[src/hw/rtl/cvpp_pkg.sv]
`timescale 1ns / 1ps
`default_nettype none

package cvpp_pkg;

    localparam int unsigned PIX_W  = 19;
    localparam int unsigned RGB_W  = 24;
    localparam int unsigned CFG_IDX_W = 3;
    localparam int unsigned FIFO_DEPTH = 4;
    localparam int unsigned FIFO_AW = $clog2(FIFO_DEPTH);

    localparam logic [RGB_W-1:0] BYTE_LSB_CLR = 24'hfefefe;

    typedef enum logic [CFG_IDX_W-1:0] {
        CFG_GAMMA_MODE    = 3'd0,
        CFG_SCANLINE_MODE = 3'd1,
        CFG_BLUR_MODE     = 3'd2,
        CFG_INTERLACED    = 3'd3,
        CFG_ODD_FIELD     = 3'd4
    } t_cfg_idx;

    typedef struct packed {
        logic [PIX_W-1:0] pixel_upper;
        logic [PIX_W-1:0] pixel_lower;
        logic             line_end;
    } t_in;

    typedef struct packed {
        logic [RGB_W-1:0] rgb_upper;
        logic [RGB_W-1:0] rgb_lower;
        logic             last_of_line;
    } t_out;

    typedef struct packed {
        logic gamma_mode;
        logic scanline_mode;
        logic blur_mode;
        logic interlaced;
        logic odd_field;
    } t_cfg;

    typedef struct packed {
        logic valid;
        logic line_end;
    } t_stage;

    function automatic logic [7:0] ramp(input logic [4:0] n);
        logic [7:0] v;
        unique case (n)
            5'd0:  v = 8'h00;
            5'd1:  v = 8'h01;
            5'd2:  v = 8'h03;
            5'd3:  v = 8'h06;
            5'd4:  v = 8'h0a;
            5'd5:  v = 8'h0f;
            5'd6:  v = 8'h15;
            5'd7:  v = 8'h1c;
            5'd8:  v = 8'h24;
            5'd9:  v = 8'h2d;
            5'd10: v = 8'h37;
            5'd11: v = 8'h42;
            5'd12: v = 8'h4e;
            5'd13: v = 8'h5b;
            5'd14: v = 8'h69;
            5'd15: v = 8'h78;
            5'd16: v = 8'h88;
            5'd17: v = 8'h90;
            5'd18: v = 8'h98;
            5'd19: v = 8'ha0;
            5'd20: v = 8'ha8;
            5'd21: v = 8'hb0;
            5'd22: v = 8'hb8;
            5'd23: v = 8'hc0;
            5'd24: v = 8'hc8;
            5'd25: v = 8'hd0;
            5'd26: v = 8'hd8;
            5'd27: v = 8'he0;
            5'd28: v = 8'he8;
            5'd29: v = 8'hf0;
            5'd30: v = 8'hf8;
            default: v = 8'hff;
        endcase
        return v;
    endfunction

    function automatic logic [7:0] chan(input logic [4:0] n, input logic [3:0] l,
                                        input logic g);
        logic [7:0]  v;
        logic [4:0]  lp1;
        logic [12:0] p;
        v   = g ? ramp(n) : {n, n[4:2]};
        lp1 = {1'b0, l} + 5'd1;
        p   = {8'd0, lp1} * {5'd0, v};
        return (l == 4'd0) ? {5'd0, v[7:5]} : p[11:4];
    endfunction

    function automatic logic [RGB_W-1:0] dim(input logic [RGB_W-1:0] c);
        return (c & BYTE_LSB_CLR) >> 1;
    endfunction

    function automatic logic [RGB_W-1:0] avg(input logic [RGB_W-1:0] a,
                                             input logic [RGB_W-1:0] b);
        return (a & b) + (((a ^ b) & BYTE_LSB_CLR) >> 1);
    endfunction

endpackage

`default_nettype wire

[src/hw/rtl/cvpp_lane.sv]
`timescale 1ns / 1ps
`default_nettype none

module cvpp_lane (
    input  wire logic                      i_clk,
    input  wire logic                      i_en,
    input  wire logic                      i_gamma_mode,
    input  wire logic [cvpp_pkg::PIX_W-1:0] i_pixel,
    output logic      [cvpp_pkg::RGB_W-1:0] o_rgb
);

    logic [3:0]                 w_l;
    logic [cvpp_pkg::RGB_W-1:0] n_rgb;
    logic [cvpp_pkg::RGB_W-1:0] r_rgb;

    always_comb begin
        w_l   = i_pixel[18:15];
        n_rgb = {cvpp_pkg::chan(i_pixel[4:0],   w_l, i_gamma_mode),
                 cvpp_pkg::chan(i_pixel[9:5],   w_l, i_gamma_mode),
                 cvpp_pkg::chan(i_pixel[14:10], w_l, i_gamma_mode)};
    end

    always_ff @(posedge i_clk) begin
        if (i_en) begin
            r_rgb <= n_rgb;
        end
    end

    assign o_rgb = r_rgb;

endmodule

`default_nettype wire

[src/hw/rtl/cvpp_merge.sv]
`timescale 1ns / 1ps
`default_nettype none

module cvpp_merge (
    input  wire logic                       i_clk,
    input  wire logic                       i_rst_n,
    input  wire cvpp_pkg::t_cfg             i_cfg,
    input  wire cvpp_pkg::t_stage           i_stage,
    input  wire logic [cvpp_pkg::RGB_W-1:0] i_up,
    input  wire logic [cvpp_pkg::RGB_W-1:0] i_lo,
    output logic                            o_take,
    output logic                            o_out_valid,
    input  wire logic                       i_out_stall,
    output cvpp_pkg::t_out                  o_out_data
);

    localparam int unsigned AW = cvpp_pkg::FIFO_AW;

    logic [cvpp_pkg::RGB_W-1:0] w_up;
    logic [cvpp_pkg::RGB_W-1:0] w_lo_base;
    logic [cvpp_pkg::RGB_W-1:0] w_lo;
    logic                       w_dim_up;

    logic [cvpp_pkg::RGB_W-1:0] r_held_up;
    logic [cvpp_pkg::RGB_W-1:0] r_held_lo;
    logic                       r_held_valid;
    logic                       n_held_valid;
    logic                       w_hold_cur;

    cvpp_pkg::t_out w_res_a;
    cvpp_pkg::t_out w_res_b;
    logic [1:0]     w_npush;
    logic           w_pop;

    cvpp_pkg::t_out r_q [cvpp_pkg::FIFO_DEPTH];
    logic [AW-1:0]  r_wr;
    logic [AW-1:0]  r_rd;
    logic [AW:0]    r_count;
    logic [AW-1:0]  n_wr;
    logic [AW-1:0]  n_rd;
    logic [AW:0]    n_count;
    logic [AW-1:0]  w_wr_next;

    // row selection and scanline dimming
    always_comb begin
        w_dim_up  = i_cfg.scanline_mode && i_cfg.interlaced && i_cfg.odd_field;
        w_lo_base = i_cfg.interlaced ? i_lo : i_up;
        w_up      = w_dim_up ? cvpp_pkg::dim(i_up) : i_up;
        w_lo      = (i_cfg.scanline_mode && !w_dim_up) ? cvpp_pkg::dim(w_lo_base)
                                                        : w_lo_base;
    end

    assign o_take = i_stage.valid && (r_count <= (AW+1)'(cvpp_pkg::FIFO_DEPTH - 2));
    assign w_pop  = o_out_valid && !i_out_stall;

    // results of one beat: held pixel (under blur, its average with the current one) first, then the current one
    always_comb begin
        w_res_a      = '{rgb_upper: w_up, rgb_lower: w_lo, last_of_line: i_stage.line_end};
        w_res_b      = w_res_a;
        w_npush      = 2'd0;
        w_hold_cur   = 1'b0;
        n_held_valid = r_held_valid;
        if (o_take) begin
            if (!i_cfg.blur_mode) begin
                n_held_valid = 1'b0;
                if (r_held_valid) begin
                    w_res_a = '{rgb_upper: r_held_up, rgb_lower: r_held_lo,
                                last_of_line: 1'b0};
                    w_npush = 2'd2;
                end else begin
                    w_npush = 2'd1;
                end
            end else begin
                if (r_held_valid) begin
                    w_res_a = '{rgb_upper: cvpp_pkg::avg(r_held_up, w_up),
                                rgb_lower: cvpp_pkg::avg(r_held_lo, w_lo),
                                last_of_line: 1'b0};
                    w_npush = i_stage.line_end ? 2'd2 : 2'd1;
                end else begin
                    w_npush = i_stage.line_end ? 2'd1 : 2'd0;
                end
                w_res_b.last_of_line = 1'b1;
                n_held_valid = !i_stage.line_end;
                w_hold_cur   = !i_stage.line_end;
            end
        end
    end

    always_comb begin
        w_wr_next = r_wr + AW'(1);
        n_wr      = r_wr + AW'(w_npush);
        n_rd      = w_pop ? r_rd + AW'(1) : r_rd;
        n_count   = r_count + (AW+1)'(w_npush) - (AW+1)'(w_pop);
    end

    always_ff @(posedge i_clk) begin
        if (!i_rst_n) begin
            r_held_valid <= 1'b0;
            r_wr         <= '0;
            r_rd         <= '0;
            r_count      <= '0;
        end else begin
            r_held_valid <= n_held_valid;
            r_wr         <= n_wr;
            r_rd         <= n_rd;
            r_count      <= n_count;
        end
    end

    always_ff @(posedge i_clk) begin
        if (w_hold_cur) begin
            r_held_up <= w_up;
            r_held_lo <= w_lo;
        end
        if (w_npush != 2'd0) begin
            r_q[r_wr] <= w_res_a;
        end
        if (w_npush == 2'd2) begin
            r_q[w_wr_next] <= w_res_b;
        end
    end

    assign o_out_valid = (r_count != '0);
    assign o_out_data  = r_q[r_rd];

    a_count_bound: assert property (@(posedge i_clk) disable iff (!i_rst_n)
        r_count <= (AW+1)'(cvpp_pkg::FIFO_DEPTH))
        else $error("output queue overfilled");

    a_blur_off_flush: assert property (@(posedge i_clk) disable iff (!i_rst_n)
        (o_take && !i_cfg.blur_mode) |=> !r_held_valid)
        else $error("pixel still held with blur off");

    a_line_end_flush: assert property (@(posedge i_clk) disable iff (!i_rst_n)
        (o_take && i_stage.line_end) |=> !r_held_valid)
        else $error("pixel held across line end");

    a_drain: assert property (@(posedge i_clk) disable iff (!i_rst_n)
        (w_pop && r_count == (AW+1)'(1) && w_npush == 2'd0) |=> !o_out_valid)
        else $error("output valid after last beat drained");

endmodule

`default_nettype wire

[src/hw/rtl/console_video_pixel_pipeline.sv]
`timescale 1ns / 1ps
`default_nettype none

// Channel  | Valid        | Stall        | Data / fields
// ---------+--------------+--------------+------------------------------------------
// input    | i_in_valid   | o_in_stall   | i_in_data: pixel_upper, pixel_lower, line_end
// output   | o_out_valid  | i_out_stall  | o_out_data: rgb_upper, rgb_lower, last_of_line
// config   | i_cfg_we     | -            | i_cfg_idx, i_cfg_data
//
// One input beat per cycle unless o_in_stall is high; each beat's result passes the
// conversion lane registers, then the four-entry output queue.
// A line-end beat under blur yields two results; the queue absorbs the burst, and the
// next line's first beat yields none; one per cycle is sustained while i_out_stall is low.
// Input stalls only when the queue holds more than two results (downstream stalling).
// Synchronous active-low reset clears the configuration, the blur hold and the queue.

module console_video_pixel_pipeline (
    input  wire logic                            i_clk,
    input  wire logic                            i_rst_n,
    input  wire logic                            i_in_valid,
    output logic                                 o_in_stall,
    input  wire cvpp_pkg::t_in                   i_in_data,
    output logic                                 o_out_valid,
    input  wire logic                            i_out_stall,
    output cvpp_pkg::t_out                       o_out_data,
    input  wire logic                            i_cfg_we,
    input  wire logic [cvpp_pkg::CFG_IDX_W-1:0]  i_cfg_idx,
    input  wire logic                            i_cfg_data
);

    cvpp_pkg::t_cfg   r_cfg;
    cvpp_pkg::t_stage r_stage;
    logic             w_load;
    logic             w_take;
    logic [cvpp_pkg::RGB_W-1:0] w_up;
    logic [cvpp_pkg::RGB_W-1:0] w_lo;

    always_ff @(posedge i_clk) begin
        if (!i_rst_n) begin
            r_cfg <= '0;
        end else if (i_cfg_we) begin
            unique case (i_cfg_idx)
                cvpp_pkg::CFG_GAMMA_MODE:    r_cfg.gamma_mode    <= i_cfg_data;
                cvpp_pkg::CFG_SCANLINE_MODE: r_cfg.scanline_mode <= i_cfg_data;
                cvpp_pkg::CFG_BLUR_MODE:     r_cfg.blur_mode     <= i_cfg_data;
                cvpp_pkg::CFG_INTERLACED:    r_cfg.interlaced    <= i_cfg_data;
                cvpp_pkg::CFG_ODD_FIELD:     r_cfg.odd_field     <= i_cfg_data;
                default: ;
            endcase
        end
    end

    assign o_in_stall = r_stage.valid && !w_take;
    assign w_load     = i_in_valid && !o_in_stall;

    always_ff @(posedge i_clk) begin
        if (!i_rst_n) begin
            r_stage <= '0;
        end else if (w_load) begin
            r_stage.valid    <= 1'b1;
            r_stage.line_end <= i_in_data.line_end;
        end else if (w_take) begin
            r_stage.valid <= 1'b0;
        end
    end

    cvpp_lane u_lane_upper (
        .i_clk        (i_clk),
        .i_en         (w_load),
        .i_gamma_mode (r_cfg.gamma_mode),
        .i_pixel      (i_in_data.pixel_upper),
        .o_rgb        (w_up)
    );

    cvpp_lane u_lane_lower (
        .i_clk        (i_clk),
        .i_en         (w_load),
        .i_gamma_mode (r_cfg.gamma_mode),
        .i_pixel      (i_in_data.pixel_lower),
        .o_rgb        (w_lo)
    );

    cvpp_merge u_merge (
        .i_clk       (i_clk),
        .i_rst_n     (i_rst_n),
        .i_cfg       (r_cfg),
        .i_stage     (r_stage),
        .i_up        (w_up),
        .i_lo        (w_lo),
        .o_take      (w_take),
        .o_out_valid (o_out_valid),
        .i_out_stall (i_out_stall),
        .o_out_data  (o_out_data)
    );

endmodule

`default_nettype wire
[config.mk]
export PLATFORM = sky130hd
export DESIGN_NAME = console_video_pixel_pipeline
export DESIGN_NICKNAME = d
export VERILOG_FILES = /design/src/hw/rtl/cvpp_pkg.sv /design/src/hw/rtl/cvpp_lane.sv /design/src/hw/rtl/cvpp_merge.sv /design/src/hw/rtl/console_video_pixel_pipeline.sv
export SDC_FILE = /design/constraint.sdc
export NUM_CORES = 1
export LEC_CHECK = 0
export ABC_AREA = 0
export CAP_MARGIN = 20
export CORE_AREA = 2 2 259 261
export CTS_CLUSTER_DIAMETER = 60
export DETAILED_ROUTE_END_ITERATION = 8
export DIE_AREA = 0 0 261 263
export DONT_BUFFER_PORTS = 1
export SYNTH_ARGS = -nofsm -noshare
export SYNTH_HDL_FRONTEND = slang
export SYNTH_SLANG_ARGS = --single-unit
[constraint.sdc]
create_clock -name i_clk -period 5.9 [get_ports i_clk]
set_input_delay 1.18 -clock i_clk [delete_from_list [all_inputs] [get_ports i_clk]]
set_output_delay 1.18 -clock i_clk [all_outputs]
set_load 0.1 [all_outputs]
== After elaboration in Yosys (flattened, before gate mapping) ==
Memory sizes are Yosys's and may differ from the RTL's. A register that Yosys moved wholly into a read port is not among the register bits.
Cells that the tools add are included.

* Flip-flop bits (word level): 111
* Memory bits (writable): 196
* Logic and storage cells: 109
* Bits in latches: 0
* Memories: 7
* Input port bits: 48
* Bits in read-only memories: 1,536

* Bitwise gates (word level): 4
* Add/subtract/negate cells: 9
* Multiplexer cells: 37
* Shifts and indexed selects: 0
* Equal/unequal tests: 5
* Multiply operators: 6
* Div/mod/pow operators: 0
* $lt $le $gt $ge: 1
* Reductions and logical operators: 23

{| class="wikitable"
|+ Memory list
! name !! words !! bits a word !! read ports !! clocked after Yosys merged registers in !! write ports !! RTL line !! RTL
|-
| (no name shown) || 32 || 8 || 1 || 0 || 0 || cvpp_pkg.sv:49 || <nowiki>unique case (n)</nowiki>
|-
| (no name shown) || 32 || 8 || 1 || 0 || 0 || cvpp_pkg.sv:49 ||
|-
| (no name shown) || 32 || 8 || 1 || 0 || 0 || cvpp_pkg.sv:49 ||
|-
| (no name shown) || 32 || 8 || 1 || 0 || 0 || cvpp_pkg.sv:49 ||
|-
| (no name shown) || 32 || 8 || 1 || 0 || 0 || cvpp_pkg.sv:49 ||
|-
| (no name shown) || 32 || 8 || 1 || 0 || 0 || cvpp_pkg.sv:49 ||
|-
| 1 more memories || n/a || n/a || n/a || n/a || n/a || n/a ||
|}

{| class="wikitable"
|+ Operators with widths
! cell !! count
|-
| 2-to-1 mux 49 bit || 4
|-
| multiplier 5 x 8 -> 12 bit || 6
|-
| 2-to-1 mux 24 bit || 3
|-
| adder 24 x 23 -> 24 bit || 2
|-
| bitwise AND 24 bit || 2
|-
| 2-to-1 mux 8 bit || 6
|-
| bitwise XOR 24 bit || 2
|-
| 2-to-1 mux 3 bit || 6
|-
| 2-to-1 mux 2 bit || 7
|-
| 2-to-1 mux 1 bit || 11
|-
| adder 4 x 1 -> 5 bit (second input constant) || 2
|-
| AND reduction 2 bit || 5
|-
| zero test 4 bit || 2
|-
| logical AND 1 bit || 7
|-
| equality test 3 x 2 -> 1 bit (second input constant) || 2
|-
| zero test 1 bit || 5
|-
| adder 2 x 1 -> 2 bit (second input constant) || 2
|-
| nonzero test 2 bit || 2
|-
| adder 3 x 2 -> 3 bit || 1
|-
| equality test 3 x 1 -> 1 bit (second input constant) || 1
|-
| equality test 3 bit (second input constant) || 1
|-
| <= comparator 3 x 2 -> 1 bit (second input constant) || 1
|-
| zero test 3 bit || 1
|-
| nonzero test 3 bit || 1
|-
| other kinds (3) || 3
|}

== Logic depth before layout (Yosys ltp) ==
Gate-level depths: netlist of run 1.

* Depth in word-level cells: 10
* Mapped depth: 23
* Depth with buffers taken out: 23

== By module ==
From an unflattened synthesis of run 1, not the netlist that was laid out.

* Cells, all modules: 2,840
* Area total of the unflattened synthesis: 27,959.3 um2

{| class="wikitable"
|+ By module, submodules not included
! module !! area each (um2) !! cells an instance !! times used
|-
| cvpp_merge || 16,195.5 || 1,417 || 1
|-
| cvpp_lane at u_lane_upper || 6,033.3 || 738 || 1
|-
| cvpp_lane at u_lane_lower || 5,402.7 || 655 || 1
|-
| console_video_pixel_pipeline || 327.8 || 30 || 1
|}

== Least setup slack after synthesis of run 1 ==
OpenSTA, ideal clock, no wires.

* Kind: input -> register
* Start: input i_in_data[8] (netlist bit)
* End: register u_lane_lower.r_rgb (netlist bit u_lane_lower.o_rgb[15]), data pin
* Required time: 5,634 ps
* Path slack: 341 ps
* Buffers on the path: 1
* Stages on the path: 19
* Arrival time: 5,293 ps
* Library setup time: 266 ps
* Path through: buf_1 -> nor2_1 -> a21oi_1 -> nor2_1 -> a21oi_1 -> a22oi_1 -> or2_2 -> fa_1 -> fa_1 -> fa_1 -> inv_1 -> ha_1 -> and3_1 -> a31o_2 -> o221a_4 -> a31o_2 -> a21oi_2 -> xnor2_1 -> nor2_1

* Cells in the longest elaborated chain, start to end: 3

{| class="wikitable"
|+ Ends and longest elaborated chain
! element !! RTL line !! RTL
|-
| from (decl) || console_video_pixel_pipeline.sv:22 || <nowiki>input wire cvpp_pkg::t_in i_in_data,</nowiki>
|-
| memory read (32 x 8 bit) || n/a ||
|-
| 2-to-1 mux 8 bit * || cvpp_pkg.sv:91 || <nowiki>v = g ? ramp(n) : {n, n[4:2]};</nowiki>
|-
| multiplier 5 x 8 -> 12 bit * || cvpp_pkg.sv:93 || <nowiki>p = {8'd0, lp1} * {5'd0, v};</nowiki>
|-
| to (signal assigned) || cvpp_lane.sv:25 || <nowiki>r_rgb <= n_rgb;</nowiki>
|-
| to (decl) || cvpp_lane.sv:14 || <nowiki>logic [cvpp_pkg::RGB_W-1:0] r_rgb;</nowiki>
|}

Every way passes the cells marked *; elsewhere a longest branch is shown, timed or not.
A chain may end at the register's enable or synchronous reset.

== Worst setup path after layout of run 1 ==
* Start: input i_in_data[6] (netlist bit)
* End: register u_lane_lower.r_rgb (netlist bit u_lane_lower.o_rgb[15]), data pin

The elaborated chain is that of the path after synthesis.

==> out/metrics.csv, run 1 <==
stage,metric,value,unit
global_route,grt_overflow_total,0,
clock_network,tritoncts,yes,
cells_and_area,final_nets,3009,
synth,synth_top_family_by_area,adder cells,
synth,synth_compound_area_frac,0.1373,
floorplanning,core_area,0.06563,mm²
worst_setup_path,arrival,5600,ps
worst_setup_path,cp_cell_sequence,"inv_1, ha_1, inv_1, a22oi_1, o221ai_1, mux2i_1, nor2_1, fa_1, fa_1, inv_1, fa_1, inv_1, ha_1, and3_1, a31o_2, o221a_4, a31o_2, a21oi_2, xnor2_1, nor2_1",
worst_setup_path,slowest_stage,fa_1,
clock_network,cts_max_level,2,
synth,synth.distinct_cells,81,
synth,yosysTopAreaCell,edfxtp_1,
timing,min_period,5312,ps
timing,whs,553.9,ps
pwr,ir_drop,0.0002214,V
synth,synth-xor-area-share,0.03363,
worst_setup_path,critPathMostFrequentCell,inv_1,
cells_and_area,fin_util,0.4303,
worst_setup_path,crit_required,6190,ps
drt,drtIter0Drc,1344,
synth,synthArstFlopShare,0,
synth,synth-edff-count,292,
timing,fmax,188.3,MHz
synth,synth_ff_type,edfxtp_1,
worst_setup_path,path_class,primary input to flip-flop,
synth,synth_adder_area_share,0.1962,
place,hpwlAfterDp,50.89,mm
floorplanning,dieArea,0.06864,mm²
global_route,grt_antenna_before_repair,1,
synth,synth-simple-area-share,0.1447,
clock_network,clk_latency,570,ps
worst_setup_path,cp-start-kind,primary input,
clock_network,hold_buffers,0,
worst_setup_path,path_max_fanout,6,
clock_network,root_buffer,clkbuf_16,
timing,finalSetupViolCount,0,
cells_and_area,drive_gt1_frac,0.09039,
floorplanning,die_w,261,µm
drt,wl_per_cell,19.87,µm
clock_network,cts_inserted_buffers,36,
cells_and_area,diodes,0,
worst_setup_path,slowest_delay,510,ps
synth,muxShareOfSynthArea,0.08483,
timing,hold_violations,0,
synth,yosysMostFrequentCell,edfxtp_1,
timing,period_share,0.9003,
pwr,p_leak,11.66,nW
cells_and_area,area_growth,8.416,%
drt,drc,0,
floorplanning,ios,99,
clock_network,ctsResizeCount,0,
synth,synth_commonest_cells,"292 x edfxtp_1, 263 x nor2_1, 250 x ha_1",
min_path,hold_class,flip-flop to flip-flop,
timing,rsz0062_at_grt,no,
clock_network,clkSlewWorstSetupHoldPaths,60,ps
global_route,grt_max_degree,60,
run,cap_viol_max_count,0,
drt,dr_total_vias,19550,
place,io_buffers,0,
drt,ant_nets,0,
synth,yosysTopAreaCellShare,0.3366,
timing,slew_headroom,0.2557,
drt,viasPerCell,5.591,
synth,synth_seq_area_share,0.3497,
worst_setup_path,critPathTopFamily,adder cells,
timing,slew_viol_final,0,
timing,finClkSkew,37.60,ps
synth,ys_seq_elements,309,
pwr,power_density,374.3,mW/mm²
worst_setup_path,end_kind,flip-flop,
clock_network,postCtsSetupBuffers,0,
synth,avgSynthCellArea,9.829,µm²
drt,routed_wirelength,69.49,mm
synth,synthTopCellsByArea,"edfxtp_1 34%, ha_1 12%, fa_1 7.6%",
global_route,grt_first_pass_wirelength,108.1,mm
synth,synth_area,0.02605,mm²
floorplanning,start_util,0.3969,
drt,drt_first_pass_iters,5,
outcome,outcome,"complete, no violations",
global_route,grt_pass1_vias,18780,
synth,syn-num-nets,3047,
synth,synth-warning-count,0,
floorplanning,row_count,94,
clock_network,clockBufferDepth,3,
place,gp_congestion,0.8863,
timing,worst_slew_pin_slew,1101,ps
synth,synthCells,2650,
floorplanning,die_height,263,µm
worst_setup_path,crit_buf_inv,4,
clock_network,clock_sinks,309,
timing,totalNegativeSetupSlack,0,ps
global_route,grt.total_usage,0.2000,
-- cell usage in the layout (no fill, tap or decap), types with 9 or more instances in the layout --
cell type  Yosys  final
dfxtp_1       17     13
xor2_1        36     36
fa_1          99     99
o31ai_1       16     16
or3_1         16     16
edfxtp_1     292    292
nor3_1        30     29
o21ai_1       29     29
nor2_1       263    261
nand2_1      232    230
ha_1         250    250
clkbuf_16      0     36
a31o_2         9      9
clkinv_1       1     11
a22oi_1       49     49
and3_1        12     12
nand3_1       35     34
mux2_2        20     20
a31oi_1       32     32
or2_2         20     20
a21o_1        19     19
and2_1        33     33
mux4_2        49     49
o21ai_0       92     90
a211oi_1      34     34
inv_1        231    231
nor2b_1       59     57
mux2i_1       88     88
xnor2_1       64     64
nand2b_1      49     49
buf_4          0     55
a21oi_1      209    209
nand3b_1      11     11
-- final cells by class --
type | instances | area [µm²]
clock inverters | 19 | 171.4
well taps | 864 | 1081
multi-input cells | 1975 | 15620
repair buffers | 57 | 460.4
flip-flops and latches | 309 | 9119
inverters | 233 | 874.6
clock buffers | 40 | 915.9
fillers | 6319 | 37390
-- path summary, 6_finish.rpt --
path	start	to	slack [ps]	cells past startpoint
setup / recovery	i_in_data[6]	u_lane_lower.o_rgb[15]	590	20
hold / removal	r_cfg[3]	r_cfg[3]	550	2
setup reg to reg	r_cfg[4]	u_lane_upper.o_rgb[7]	870	18
hold reg to reg	r_cfg[3]	r_cfg[3]	550	2
-- tightest hold or removal path, delay by kind of cell, from the launching register on --
family        cells  cell delay [ps]
simple gates      1               50
flops             1              330
mux               1              120
-- power by group --
part | switching, mW | leakage (nW) | internal (mW)
registers | 0.249 | 2.83 | 2.91
logic | 3.53 | 8.30 | 1.75
clock network | 0.928 | 0.528 | 1.21
total | 4.70 | 11.7 | 5.87
-- per-layer routing --
| metal | wire (µm) | up-vias | track usage |
|---|---|---|---|
| met1 | 30890 | 9540 | 0.2757 |
| met4 | 1230 | 0 | 0.04192 |
| met5 | 0 | - | 0 |
| met2 | 32280 | 582 | 0.3285 |
| met3 | 5087 | 74 | 0.03591 |
| li1 | - | 9354 | - |
-- flip-flops by register name, summed over array words and instances (netlist names), named ones only --
| name | cells |
|---|---|
| u_lane_lower.o_rgb | 24 |
| r_cfg | 5 |
| u_lane_upper.o_rgb | 24 |
| u_merge.r_held_valid | 1 |
| u_merge.r_q | 196 |
| u_merge.r_held_up | 24 |
| u_merge.r_wr | 2 |
| u_merge.r_count | 3 |
| u_merge.r_held_lo | 24 |
| r_stage | 2 |
| u_merge.r_rd | 2 |
-- kinds of logic (layout without fill, tap and decap cells) --
kind of cell               Yosys count  after routing
adders and majority gates          349            349
xor gates and xnor gates           100            100
muxes                              157            157
and+or+nand+nor                    798            798
buffers and inverters              366            349
AOI/OAI and AO/OA                  571            571
DFF                                309            309
-- through the flow --
step / worst slack [ps] / total power, mW / area (µm²) / instances
final: 588.5 / 10.57 / 28240 / 3497
after global routing: 317.3 / 11.22 / 28240 / 3497
after CTS: 595.0 / 10.63 / 28240 / 3497
after detailed placement: 21.30 / 8.467 / 27150 / 3438
after global placement: 157.5 / 8.356 / 27120 / 3437
after floorplan: 340.8 / 7.339 / 26050 / 2650
(Power assumes the default switching activity.)
==> run 2: changes to the inputs <==
==> constraint.sdc (replaced) <==
create_clock -name i_clk -period 6.1 [get_ports i_clk]
set_input_delay 1.22 -clock i_clk [delete_from_list [all_inputs] [get_ports i_clk]]
set_output_delay 1.22 -clock i_clk [all_outputs]
set_load 0.1 [all_outputs]
==> run 2 against run 1 <==
  * Clock power is 3% lower
  * First-iteration DRC count is 13% higher
  * Global-route usage hardly changed
  * Combinational power is 3% lower
  * Sequential cell count stayed put
  * Highest routed layer unchanged
==> out/metrics.csv, run 2 (synthesized netlist as in run 1, its figures left out) <==
stage,metric,value,unit,change
place,dp_cells,3434,,-0.12%
timing,rsz0062_at_grt,no,,
worst_setup_path,end_kind,flip-flop,,
cells_and_area,top_register,u_merge.r_q,,
global_route,gr-usage-met2,0.3169,,-0.01154
run,cap_viol_max_count,0,,unchanged
clock_network,clkSlewWorstSetupHoldPaths,60,ps,about the same
worst_setup_path,crit_buf_inv,2,,-2
drt,dr_total_vias,19480,,-0.36%
worst_setup_path,arrival,5620,ps,+20 ps
global_route,grt_busiest_layer,met2,,
pwr,p_leak,11.64,nW,-0.18%
timing,finalSetupViolCount,0,,unchanged
clock_network,root_buffer,clkbuf_16,,
place,io_buffers,0,,unchanged
floorplanning,die_w,261,µm,unchanged
floorplanning,ios,99,,unchanged
drt,ant_nets,0,,unchanged
global_route,grt_max_degree,57,,-5.0%
timing,period_share,0.8748,,
place,gp_congestion,0.8752,,-1.3%
timing,slew_headroom,0.3064,,+0.05066
cells_and_area,drive_gt1_frac,0.09005,,-0.0003456
worst_setup_path,cp-start-kind,primary input,,
worst_setup_path,cp_cell_sequence,"inv_1, ha_1, a21oi_1, nor2_1, a21oi_1, a21oi_1, a31o_2, or2_2, fa_1, fa_1, fa_1, inv_1, ha_1, nand3_1, nand2_1, a41oi_1, a21oi_1, a31o_2, a21oi_1, xnor2_1, nor2_1",,
drt,drc,0,,unchanged
timing,worst_slew_pin_slew,1012,ps,-89.92 ps
clock_network,clockBufferDepth,3,,unchanged
global_route,grt_antenna_before_repair,0,,-1
floorplanning,row_count,94,,unchanged
global_route,grtUsageMet1,0.2792,,+0.003587
timing,finalWorstSetupSlack,763.6,ps,+175.1 ps
place,place_worst_setup_slack,229.9,ps,+208.6 ps
floorplanning,start_util,0.3969,,unchanged
clock_network,cts_max_level,2,,unchanged
timing,totalNegativeSetupSlack,0,ps,unchanged
global_route,grt.total_usage,0.2000,,about the same
worst_setup_path,path_class,primary input to flip-flop,,
drt,routed_wirelength,69.26,mm,-0.33%
floorplanning,core_area,0.06563,mm²,unchanged
worst_setup_path,path_max_fanout,6,,unchanged
pwr,power_density,362.1,mW/mm²,-3.3%
pwr,power.total,10.21,mW,-3.4%
cells_and_area,final_nets,3004,,-0.17%
timing,fmax,187.4,MHz,
drt,wl_per_cell,19.81,µm,-0.30%
worst_setup_path,critPathTopFamily,adder cells,,
pwr,ir_drop,0.0001852,V,-16%
clock_network,ctsResizeCount,0,,unchanged
clock_network,postCtsSetupBuffers,0,,unchanged
outcome,outcome,"complete, no violations",,
worst_setup_path,critPathMostFrequentCell,a21oi_1,,
clock_network,clk_latency,570,ps,about the same
clock_network,tritoncts,yes,,
cells_and_area,diodes,0,,unchanged
min_path,hold_class,flip-flop to flip-flop,,
clock_network,cts_inserted_buffers,35,,-2.8%
global_route,grt_pass1_vias,18910,,+0.67%
drt,viasPerCell,5.572,,-0.33%
global_route,grt_overflow_total,0,,unchanged
timing,hold_violations,0,,unchanged
cells_and_area,final_cell_mix,"292 x edfxtp_1, 261 x nor2_1, 250 x ha_1",,
worst_setup_path,crit_required,6380,ps,+190 ps
cells_and_area,area_growth,8.263,%,
floorplanning,die_height,263,µm,unchanged
worst_setup_path,slowest_stage,fa_1,,
cells_and_area,layout_commonest_cell,edfxtp_1,,
worst_setup_path,r2r_setup_slack,970,ps,+100 ps
clock_network,clock_sinks,309,,unchanged
floorplanning,dieArea,0.06864,mm²,unchanged
timing,finClkSkew,39.38,ps,+1.784 ps
worst_setup_path,slowest_delay,570,ps,+60 ps
cells_and_area,layout.cells.non_filler,3496,,-0.029%
timing,min_period,5336,ps,
place,hpwlAfterDp,50.29,mm,-1.2%
drt,drtIter0Drc,1522,,+13%
cells_and_area,largest_reg_flops,196,,unchanged
global_route,gr-usage-met3,0.03591,,unchanged
clock_network,hold_buffers,0,,unchanged
global_route,grt_first_pass_wirelength,108.1,mm,unchanged
timing,slew_viol_final,0,,unchanged
drt,drt_first_pass_iters,5,,unchanged
[run 2: cell count changes in the layout (fill, tap and decap cells not counted), sizes merged]
| cell | delta |
|---|---|
| clkbuf | +2 |
| inv | -1 |
| buf | -4 |
| clkinv | +2 |
[run 2: final timing paths]
check                              startpoint                     to  cells past startpoint
worst max register to register       r_cfg[1]     u_merge.r_q[0][48]                     15
worst min register to register       r_cfg[0]               r_cfg[0]                      2
worst max-delay path            i_in_data[11]  u_lane_lower.o_rgb[7]                     21
worst min-delay path                 r_cfg[0]               r_cfg[0]                      2
[run 2: final cells by class]
cell class | count | area, µm²
Tap cell | 864 | 1081
Clock inverter | 20 | 197.7
Multi-Input combinational cell | 1975 | 15620
Timing Repair Buffer | 53 | 397.9
Sequential cell | 309 | 9119
Inverter | 233 | 874.6
Clock buffer | 42 | 912.1
Fill cell | 6284 | 37430
[run 2: per-layer routing]
layer,vias up,wire (µm),share of wire
li1,9341,-,-
met1,9452,31180,0.45
met2,601,31590,0.46
met3,85,4659,0.067
met4,0,1832,0.026
met5,-,0,0
[run 2: through the flow]
step	hold WS (ps)	utilization	area (µm²)
3_5_place_dp	574.8	0.4128	27090
6_report	578.0	0.4297	28200
3_3_place_gp	561.6	0.4128	27090
5_1_grt	623.6	0.4297	28200
2_1_floorplan	524.0	-	26050
4_1_cts	586.1	0.4297	28200
[run 2: worst reg2reg max path, cell delays in order (launching register included)]
cell,delay (ps)
dfxtp_1,350
buf_4,410
nand3_1,140
buf_4,260
mux2i_1,640
inv_1,160
ha_1,350
ha_1,280
a21o_1,170
a21oi_1,390
o21bai_1,250
o21a_1,320
a31oi_1,300
nor4b_1,100
a211oi_1,580
a22oi_1,140
[run 2: power by group]
part | total [mW] | internal (mW) | switching, mW
sequential | 3.06 | 2.81 | 0.242
combinational | 5.09 | 1.69 | 3.40
clock | 2.07 | 1.17 | 0.900
total | 10.2 | 5.67 | 4.54
